$ cat config.mk
export PLATFORM = sky130hd
export DESIGN_NAME = lcs_length_matcher_core_flat
export DESIGN_NICKNAME = d
export VERILOG_FILES = /design/src/rtl/lcs_pkg.sv /design/src/rtl/lcs_if.sv /design/src/rtl/lcs_length_matcher_core.sv /design/src/rtl/lcs_cell.sv /design/src/flat_wrapper.sv
export SDC_FILE = /design/constraint.sdc
export NUM_CORES = 2
export LEC_CHECK = 0
export BUFFER_PORTS_ARGS = -buffer_cell sky130_fd_sc_hd__clkbuf_2
export CORE_UTILIZATION = 50
export DETAILED_ROUTE_END_ITERATION = 8
export PLACE_DENSITY = 0.77
export SKIP_LAST_GASP = 1
export SLEW_MARGIN = 20
export SYNTH_ARGS = -nofsm -noshare
export SYNTH_HDL_FRONTEND = slang
export SYNTH_HIERARCHICAL = 1
export SYNTH_SLANG_ARGS = --single-unit
$ cat constraint.sdc
create_clock -name clk -period 7.2 [get_ports clk]
set_input_delay 0.72 -clock clk [delete_from_list [all_inputs] [get_ports clk]]
set_output_delay 0.72 -clock clk [all_outputs]
set_load 0.02 [all_outputs]
$ cat src/rtl/lcs_pkg.sv
// shared constants, types and character folding for the lcs length matcher
package lcs_pkg;

  localparam int PATTERN_MAX = 16;
  localparam int CHAR_W      = 16;
  localparam int LEN_W       = 5;
  localparam int IDX_W       = 4;
  localparam int CELL_IDX_W  = (PATTERN_MAX > 1) ? $clog2(PATTERN_MAX) : 1;

  localparam logic ACT_LOAD = 1'b0;
  localparam logic ACT_TEXT = 1'b1;

  localparam logic [CHAR_W-1:0] ASCII_UPPER_A = 16'h0041;
  localparam logic [CHAR_W-1:0] ASCII_UPPER_Z = 16'h005A;
  localparam logic [CHAR_W-1:0] ASCII_CASE_OFS = 16'h0020;

  // one text character travelling down the row of cells
  typedef struct packed {
    logic             valid;
    logic             last;
    logic [CHAR_W-1:0] t;
    logic [LEN_W-1:0]  n;
    logic [LEN_W-1:0]  up;
    logic [LEN_W-1:0]  diag;
  } beat_t;

  function automatic logic [CHAR_W-1:0] fold_char(input logic [CHAR_W-1:0] c);
    if (c >= ASCII_UPPER_A && c <= ASCII_UPPER_Z) begin
      return c + ASCII_CASE_OFS;
    end
    return c;
  endfunction

endpackage

$ cat src/rtl/lcs_if.sv
// valid/ready channel interfaces for the input and result streams
interface lcs_in_if import lcs_pkg::*; ();
  logic             valid;
  logic             ready;
  logic             action;
  logic [IDX_W-1:0]  pattern_index;
  logic [CHAR_W-1:0] char_code;
  logic             last_char;

  modport source (output valid, action, pattern_index, char_code, last_char, input ready);
  modport sink   (input valid, action, pattern_index, char_code, last_char, output ready);
endinterface

interface lcs_out_if import lcs_pkg::*; ();
  logic            valid;
  logic            ready;
  logic [LEN_W-1:0] lcs_length;
  logic            full_match;

  modport source (output valid, lcs_length, full_match, input ready);
  modport sink   (input valid, lcs_length, full_match, output ready);
endinterface

$ cat src/rtl/lcs_length_matcher_core.sv
// Longest common subsequence length between a stored pattern and streamed text.
// Input channel in_ch: a beat with action load writes char_code into pattern
// position pattern_index; a beat with action text feeds one text character.
// cfg_we/cfg_wdata write pattern_length (saturated to PATTERN_MAX internally).
// Text beats run down a row of PATTERN_MAX cells, one cell per cycle, so a new
// text character is taken every cycle unless a result waits on out_ch. A load
// beat is held off until no text beat is left in the row. The text beat marked
// last_char yields one result beat on out_ch (lcs_length, full_match); it passes
// through the cell registers and then the output register. Each cell clears its
// column entry as the last beat of a string passes it.
// Reset clears the column, pattern_length and the output valid flag; pattern
// contents are undefined until loaded. While a result waits on out_ch with
// ready low, the whole row holds and in_ch.ready stays low.
module lcs_length_matcher_core import lcs_pkg::*; (
  input  logic              clk,
  input  logic              rst_n,
  lcs_in_if.sink            in_ch,
  lcs_out_if.source         out_ch,
  input  logic              cfg_we,
  input  logic [LEN_W-1:0]  cfg_wdata
);

  logic [LEN_W-1:0]       pattern_length_r;
  logic [LEN_W-1:0]       eff_len;
  logic                   out_valid_r, out_valid_nxt;
  logic [LEN_W-1:0]       out_lcs_r;
  logic                   out_full_r;
  logic                   adv;
  logic                   busy;
  logic                   accept;
  logic                   out_load;
  logic [PATTERN_MAX-1:0] pat_we;
  beat_t                  chain [PATTERN_MAX+1];
  beat_t                  tail;

  always_ff @(posedge clk) begin
    if (!rst_n) begin
      pattern_length_r <= '0;
    end else if (cfg_we) begin
      pattern_length_r <= cfg_wdata;
    end
  end

  always_comb begin
    if (32'(pattern_length_r) > PATTERN_MAX) begin
      eff_len = LEN_W'(PATTERN_MAX);
    end else begin
      eff_len = pattern_length_r;
    end
  end

  // row moves unless a finished result is stuck at the output
  assign adv = !out_valid_r || out_ch.ready;

  always_comb begin
    busy = 1'b0;
    for (int i = 1; i <= PATTERN_MAX; i++) begin
      busy = busy | chain[i].valid;
    end
  end

  assign in_ch.ready = adv && ((in_ch.action == ACT_TEXT) || !busy);
  assign accept      = in_ch.valid && in_ch.ready;

  always_comb begin
    chain[0].valid = accept && (in_ch.action == ACT_TEXT);
    chain[0].last  = in_ch.last_char;
    chain[0].t     = fold_char(in_ch.char_code);
    chain[0].n     = eff_len;
    chain[0].up    = '0;
    chain[0].diag  = '0;
  end

  for (genvar i = 0; i < PATTERN_MAX; i++) begin : g_cell
    assign pat_we[i] = accept && (in_ch.action == ACT_LOAD) &&
                       (32'(in_ch.pattern_index) == i);

    lcs_cell u_cell (
      .clk      (clk),
      .rst_n    (rst_n),
      .adv      (adv),
      .cell_idx (CELL_IDX_W'(i)),
      .pat_we   (pat_we[i]),
      .pat_char (in_ch.char_code),
      .beat_in  (chain[i]),
      .beat_out (chain[i+1])
    );
  end

  assign tail     = chain[PATTERN_MAX];
  assign out_load = adv && tail.valid && tail.last;

  always_comb begin
    if (out_load) begin
      out_valid_nxt = 1'b1;
    end else if (out_ch.ready) begin
      out_valid_nxt = 1'b0;
    end else begin
      out_valid_nxt = out_valid_r;
    end
  end

  always_ff @(posedge clk) begin
    if (!rst_n) begin
      out_valid_r <= 1'b0;
    end else begin
      out_valid_r <= out_valid_nxt;
    end
  end

  always_ff @(posedge clk) begin
    if (out_load) begin
      out_lcs_r  <= tail.up;
      out_full_r <= (tail.up == tail.n);
    end
  end

  assign out_ch.valid      = out_valid_r;
  assign out_ch.lcs_length = out_lcs_r;
  assign out_ch.full_match = out_full_r;

endmodule

$ cat src/rtl/lcs_cell.sv
// one dp cell: holds a pattern character and its column entry, updates per text beat
module lcs_cell import lcs_pkg::*; (
  input  logic                  clk,
  input  logic                  rst_n,
  input  logic                  adv,
  input  logic [CELL_IDX_W-1:0] cell_idx,
  input  logic                  pat_we,
  input  logic [CHAR_W-1:0]     pat_char,
  input  beat_t                 beat_in,
  output beat_t                 beat_out
);

  logic [CHAR_W-1:0] pat_r;
  logic [LEN_W-1:0]  col_r, col_nxt;
  beat_t             beat_r, beat_nxt;
  logic              active;
  logic              hit;
  logic [LEN_W-1:0]  nv;

  always_comb begin
    active = 32'(beat_in.n) > 32'(cell_idx);
    hit    = (pat_r == beat_in.t);
    if (hit) begin
      nv = beat_in.diag + LEN_W'(1);
    end else begin
      nv = (beat_in.up > col_r) ? beat_in.up : col_r;
    end

    col_nxt       = col_r;
    beat_nxt      = beat_in;
    beat_nxt.diag = col_r;
    if (beat_in.valid) begin
      // cells past the pattern length just carry the result along
      if (active) begin
        beat_nxt.up = nv;
        col_nxt     = nv;
      end
      if (beat_in.last) begin
        col_nxt = '0;
      end
    end
  end

  always_ff @(posedge clk) begin
    if (!rst_n) begin
      beat_r <= '0;
      col_r  <= '0;
    end else if (adv) begin
      beat_r <= beat_nxt;
      col_r  <= col_nxt;
    end
  end

  // pattern is stored already case-folded
  always_ff @(posedge clk) begin
    if (pat_we) begin
      pat_r <= fold_char(pat_char);
    end
  end

  assign beat_out = beat_r;

endmodule

$ cat src/flat_wrapper.sv
// flat-port wrapper written by rule: the top's interface ports become plain ports
module lcs_length_matcher_core_flat import lcs_pkg::*;
  (clk, rst_n, cfg_we, cfg_wdata, in_ch_valid, in_ch_action, in_ch_pattern_index, in_ch_char_code, in_ch_last_char, in_ch_ready, out_ch_valid, out_ch_lcs_length, out_ch_full_match, out_ch_ready);
  lcs_in_if in_ch_i ();
  lcs_out_if out_ch_i ();
  input  logic clk;
  input  logic rst_n;
  input  logic cfg_we;
  input  logic [LEN_W-1:0] cfg_wdata;
  input wire logic [$bits(in_ch_i.valid)-1:0] in_ch_valid;
  input wire logic [$bits(in_ch_i.action)-1:0] in_ch_action;
  input wire logic [$bits(in_ch_i.pattern_index)-1:0] in_ch_pattern_index;
  input wire logic [$bits(in_ch_i.char_code)-1:0] in_ch_char_code;
  input wire logic [$bits(in_ch_i.last_char)-1:0] in_ch_last_char;
  output wire logic [$bits(in_ch_i.ready)-1:0] in_ch_ready;
  output wire logic [$bits(out_ch_i.valid)-1:0] out_ch_valid;
  output wire logic [$bits(out_ch_i.lcs_length)-1:0] out_ch_lcs_length;
  output wire logic [$bits(out_ch_i.full_match)-1:0] out_ch_full_match;
  input wire logic [$bits(out_ch_i.ready)-1:0] out_ch_ready;
  assign in_ch_i.valid = in_ch_valid;
  assign in_ch_i.action = in_ch_action;
  assign in_ch_i.pattern_index = in_ch_pattern_index;
  assign in_ch_i.char_code = in_ch_char_code;
  assign in_ch_i.last_char = in_ch_last_char;
  assign in_ch_ready = in_ch_i.ready;
  assign out_ch_valid = out_ch_i.valid;
  assign out_ch_lcs_length = out_ch_i.lcs_length;
  assign out_ch_full_match = out_ch_i.full_match;
  assign out_ch_i.ready = out_ch_ready;
  lcs_length_matcher_core u_core (.clk(clk), .rst_n(rst_n), .in_ch(in_ch_i), .out_ch(out_ch_i), .cfg_we(cfg_we), .cfg_wdata(cfg_wdata));
endmodule
Word level (Yosys, flattened, before mapping)
Cells that the tools add are included.
{"block": "totals", "ff_bits": 855, "wordCells": 424}
{"block": "classes", "add_sub_neg": 16, "magnitude_cmp": 35, "n_eq_ne": 32, "mux": 134, "bitwise": 16, "reduce_logical": 61}
{"operator": "two-way mux 5 bit", "n": 97}
{"operator": "two-way mux 16 bit", "n": 18}
{"operator": "== test 16 bit", "n": 16}
{"operator": "adder 5 x 1 -> 5 bit (second input constant)", "n": 15}
{"operator": "> comparator 5 bit", "n": 15}
{"operator": "AND reduction 3 bit", "n": 16}
{"operator": "> comparator 5 x 4 -> 1 bit (second input constant)", "n": 8}
{"operator": "nonzero test 2 bit", "n": 17}
{"operator": "== test 4 bit (second input constant)", "n": 8}
{"operator": "logical AND 1 bit", "n": 23}
{"operator": "> comparator 5 x 3 -> 1 bit (second input constant)", "n": 4}
{"operator": "two-way mux 1 bit", "n": 19}
{"operator": "adder 16 x 6 -> 16 bit (second input constant)", "n": 1}
{"operator": "== test 4 x 3 -> 1 bit (second input constant)", "n": 4}
{"operator": "greater-or-equal comparator 16 x 7 -> 1 bit (second input constant)", "n": 1}
{"operator": "less-or-equal comparator 16 x 7 -> 1 bit (second input constant)", "n": 1}
{"operator": "bitwise OR 1 bit", "n": 15}
{"operator": "> comparator 5 x 1 -> 1 bit (second input constant)", "n": 2}
{"operator": "> comparator 5 x 2 -> 1 bit (second input constant)", "n": 2}
{"operator": "== test 4 x 2 -> 1 bit (second input constant)", "n": 2}
{"operator": "== test 5 bit", "n": 1}
{"operator": "> comparator 1 x 5 -> 1 bit (first input constant)", "n": 1}
{"operator": "> comparator 5 bit (second input constant)", "n": 1}
{"operator": "== test 4 x 1 -> 1 bit (second input constant)", "n": 1}
{"operator": "4 further kinds", "n": 6}

Logic depth before layout (Yosys ltp)
{"block": "logic_depth", "word_depth": 23, "depth_mapped": 8}

Modules after synthesis
The synthesis kept the hierarchy.
{"module": "lcs_cell", "n_inst": 16, "cells_per_inst": 253, "area_each_um2": 2618.8}
{"module": "lcs_length_matcher_core", "n_inst": 1, "cells_per_inst": 119, "area_each_um2": 1027.2}

Worst setup path before layout
No wires, ideal clock.
{"block": "synth_path", "path_type": "input -> register", "from": "in out_ch_ready", "to": "reg u_core.g_cell[15].u_cell.pat_r[0], enable pin", "setup_ns": 0.430, "arrival_time_ns": 2.892, "required_ns": 6.770, "path_slack_ns": 3.878, "stages": 4, "n_path_buf": 1, "path_cell_list": "nand2b_1 buf_2 nand3b_1 nor4_1"}
{"block": "synth_between", "elab_chain_cells": 5}
{"item": "from (decl)", "line": "flat_wrapper.sv:19", "source": "input wire logic [$bits(out_ch_i.ready)-1:0] out_ch_ready;"}
{"item": "logical OR 1 bit", "line": "lcs_length_matcher_core.sv:53", "source": "assign adv = !out_valid_r || out_ch.ready;"}
{"item": "named net u_core.adv", "line": "lcs_length_matcher_core.sv:28", "source": "logic adv;"}
{"item": "logical AND 1 bit", "line": "lcs_length_matcher_core.sv:62", "source": "assign in_ch.ready = adv && ((in_ch.action == ACT_TEXT) || !busy);"}
{"item": "logical AND 1 bit", "line": "lcs_length_matcher_core.sv:63", "source": "assign accept = in_ch.valid && in_ch.ready;"}
{"item": "logical AND 1 bit (2 in a row)", "line": "lcs_length_matcher_core.sv:75", "source": "assign pat_we[i] = accept && (in_ch.action == ACT_LOAD) &&"}
{"item": "named net u_core.pat_we[15]", "line": "lcs_length_matcher_core.sv:32", "source": "logic [PATTERN_MAX-1:0] pat_we;"}
{"item": "to (signal assigned)", "line": "lcs_cell.sv:57", "source": "pat_r <= fold_char(pat_char);"}
{"item": "to (decl)", "line": "lcs_cell.sv:13", "source": "logic [CHAR_W-1:0] pat_r;"}
The timed path passes the listed nets, and every way through them passes these cells.
A chain may end at the register's enable or synchronous reset.

Worst setup path after layout
{"block": "layout_path", "from": "reg u_core.g_cell[9].u_cell.beat_r (netlist bit u_core/g_cell[9].u_cell/beat_out[32])", "to": "out in_ch_ready"}
{"block": "layout_between", "elab_chain_cells": 10}
{"item": "from (decl)", "line": "lcs_cell.sv:15", "source": "beat_t beat_r, beat_nxt;"}
{"item": "from (signal assigned)", "line": "lcs_cell.sv:49", "source": "beat_r <= beat_nxt;"}
{"item": "bitwise OR 1 bit (7 in a row)", "line": "lcs_length_matcher_core.sv:58", "source": "busy = busy | chain[i].valid;"}
{"item": "logical NOT 1 bit", "line": "lcs_length_matcher_core.sv:62"}
{"item": "logical OR 1 bit", "line": "lcs_length_matcher_core.sv:62"}
{"item": "logical AND 1 bit", "line": "lcs_length_matcher_core.sv:62"}
{"item": "to (decl)", "line": "flat_wrapper.sv:15", "source": "output wire logic [$bits(in_ch_i.ready)-1:0] in_ch_ready;"}
No other way between the ends.

==> metrics.cfg <==
[run_status]
status=completed

[global_route]
top_usage_layer=met2
use_met1=0.283
track_usage=0.225
grt_pass1_wl_um=157000
gr-usage-met3=0.0305
grt_pass1_vias=29700
grt_use_met2=0.394
grt_antenna_before_repair=1
gr-total-overflow=0
grt_max_degree=146

[layout]
final_cell_mix=593 x dfxtp_1, 575 x nor2_1, 512 x mux2i_1
nets=4307
drive_gt1_frac=0.0871
final_common_cell=dfxtp_1
areaGrowthSynthToFinish_pct=10.2
fin_cells=5250

[setup_path]
r2r_slack_ps=3590
timing.critical_path.buf_inv=1
r2r_cells=7
path_cells=nor4_2, nand3_2, o21ai_0, clkbuf_2
cp_top_family=simple AND/OR/NAND/NOR gates
arrival_ps=3050
critical_path_required_ps=6480
critical_path.slowest_cell=nand3_2
criticalPathCategory=flop to primary output
rr_startpoint=u_core/out_ch.valid
max_stage_delay_ps=760
start_kind=flop
crit_path_end_kind=primary output
critPathMaxFanout=17
r2r_end=u_core/g_cell[10].u_cell/col_r[0]

[timing]
slew_viol_final=0
finalSetupTns_ps=0
tightest_slew_ps=1090
slew_headroom=0.273
rsz0062_at_grt=no
period_minus_slack_ps=3770
setup_viol=0
fin_crit_sh=0.524
fmax_mhz=265
hold_violations=0
skew_ps=26.8

[min_path]
min_path_cells=3
hp-start=cfg_wdata[1]
min_to=u_core/pattern_length_r[1]
hold_path.class=input pin to flop

[clocking]
cts.hold.buffers_added=0
clk_pin_slew_worst_paths_ps=60
clk_latency_ps=660
cts_tree=built
cts_resized=0
root_buffer=clkbuf_16
cts_buffer_depth=3
h-tree-depth=3
post_cts_buffers=0
numCtsBuffers=84
cts_sinks=855

[pwr]
power.total_mw=10.2
p_per_area_nw_per_um2=219
peakVddDrop_mv=0.164
power.leakage_nw=20.4

[placement]
gp_congestion=0.878
port_buffers=39
dpl.cell_count=5092
dp.final_hpwl_um=65300

[drt]
viasPerCell=5.73
detail-route-antenna-nets=0
drt_iter0_drc=2231
drt_pass1_iterations=6
wl_per_cell_um=18.5
drc=0
dr_total_vias=30100
routed_wl_um=97200

[yosys]
yosys_warnings=6
netlist_instances=4104
synth_area_um2=42200
avgSynthCellArea_um2=10.3

[die]
initial_core_util=0.505
die_h_um=293
row_count=106
io_pins=40
die_area_um2=85600
coreArea_um2=83600
die_x_um=293

[job]
cap_violations=0

stage by stage:
stage | hold WS (ps) | setup slack, ps | instance area (um^2) | utilization
after floorplan | 451 | 3880 | 42600 | -
final | 326 | 3430 | 46500 | 0.557
after detailed placement | 473 | 3180 | 43500 | 0.520
after global placement | 465 | 3250 | 43400 | 0.520
after global routing | 319 | 3290 | 46500 | 0.557
after CTS | 295 | 3470 | 46500 | 0.556
worst max-delay path by stage:
stage,from,end,slack (ps),cells past startpoint
2_1_floorplan,out_ch_ready,u_core/g_cell[15].u_cell/pat_r[0],3880,4
3_3_place_gp,out_ch_ready,u_core/g_cell[9].u_cell/beat_out[7],3250,8
5_1_grt,u_core/g_cell[9].u_cell/beat_out[32],in_ch_ready,3290,4
3_5_place_dp,out_ch_ready,u_core/g_cell[10].u_cell/col_r[0],3180,8
6_report,u_core/g_cell[9].u_cell/beat_out[32],in_ch_ready,3430,4
4_1_cts,u_core/g_cell[9].u_cell/beat_out[32],in_ch_ready,3470,4
final cells by class:
| class | count | area (um^2) |
|---|---|---|
| clock inverters | 41 | 577 |
| clock buffers | 116 | 2430 |
| flip-flops and latches | 855 | 19700 |
| well taps | 1080 | 1350 |
| repair buffers | 89 | 602 |
| inverters | 210 | 788 |
| fillers | 6982 | 37000 |
| multi-input cells | 2858 | 21000 |
| diodes | 1 | 2.50 |
flip-flops by register name, summed over array words and instances (netlist names):
register	flops
u_core/out_ch.valid	1
u_core/out_ch.full_match	1
u_core/g_cell.u_cell/beat_out	507
u_core/g_cell.u_cell/pat_r	256
u_core/out_ch.lcs_length	5
u_core/pattern_length_r	5
u_core/g_cell.u_cell/col_r	80
metal layers:
| metal | vias to the layer above | wire length (um) |
|---|---|---|
| met5 | - | 0 |
| met4 | 0 | 2890 |
| met3 | 225 | 4720 |
| met2 | 805 | 48100 |
| met1 | 14500 | 41400 |
| li1 | 14600 | - |
tightest hold or removal path: cells and delay by family:
family,cells,cell delay (ps)
and+or+nand+nor,1,100
buffers and inverters,1,70
muxes,1,60
where the power goes:
part	switching, mW	internal (mW)	total, mW
clock	1.94	2.78	4.72
combinational	0.291	0.145	0.437
sequential	0.0385	5.00	5.03
(Power assumes the default switching activity.)
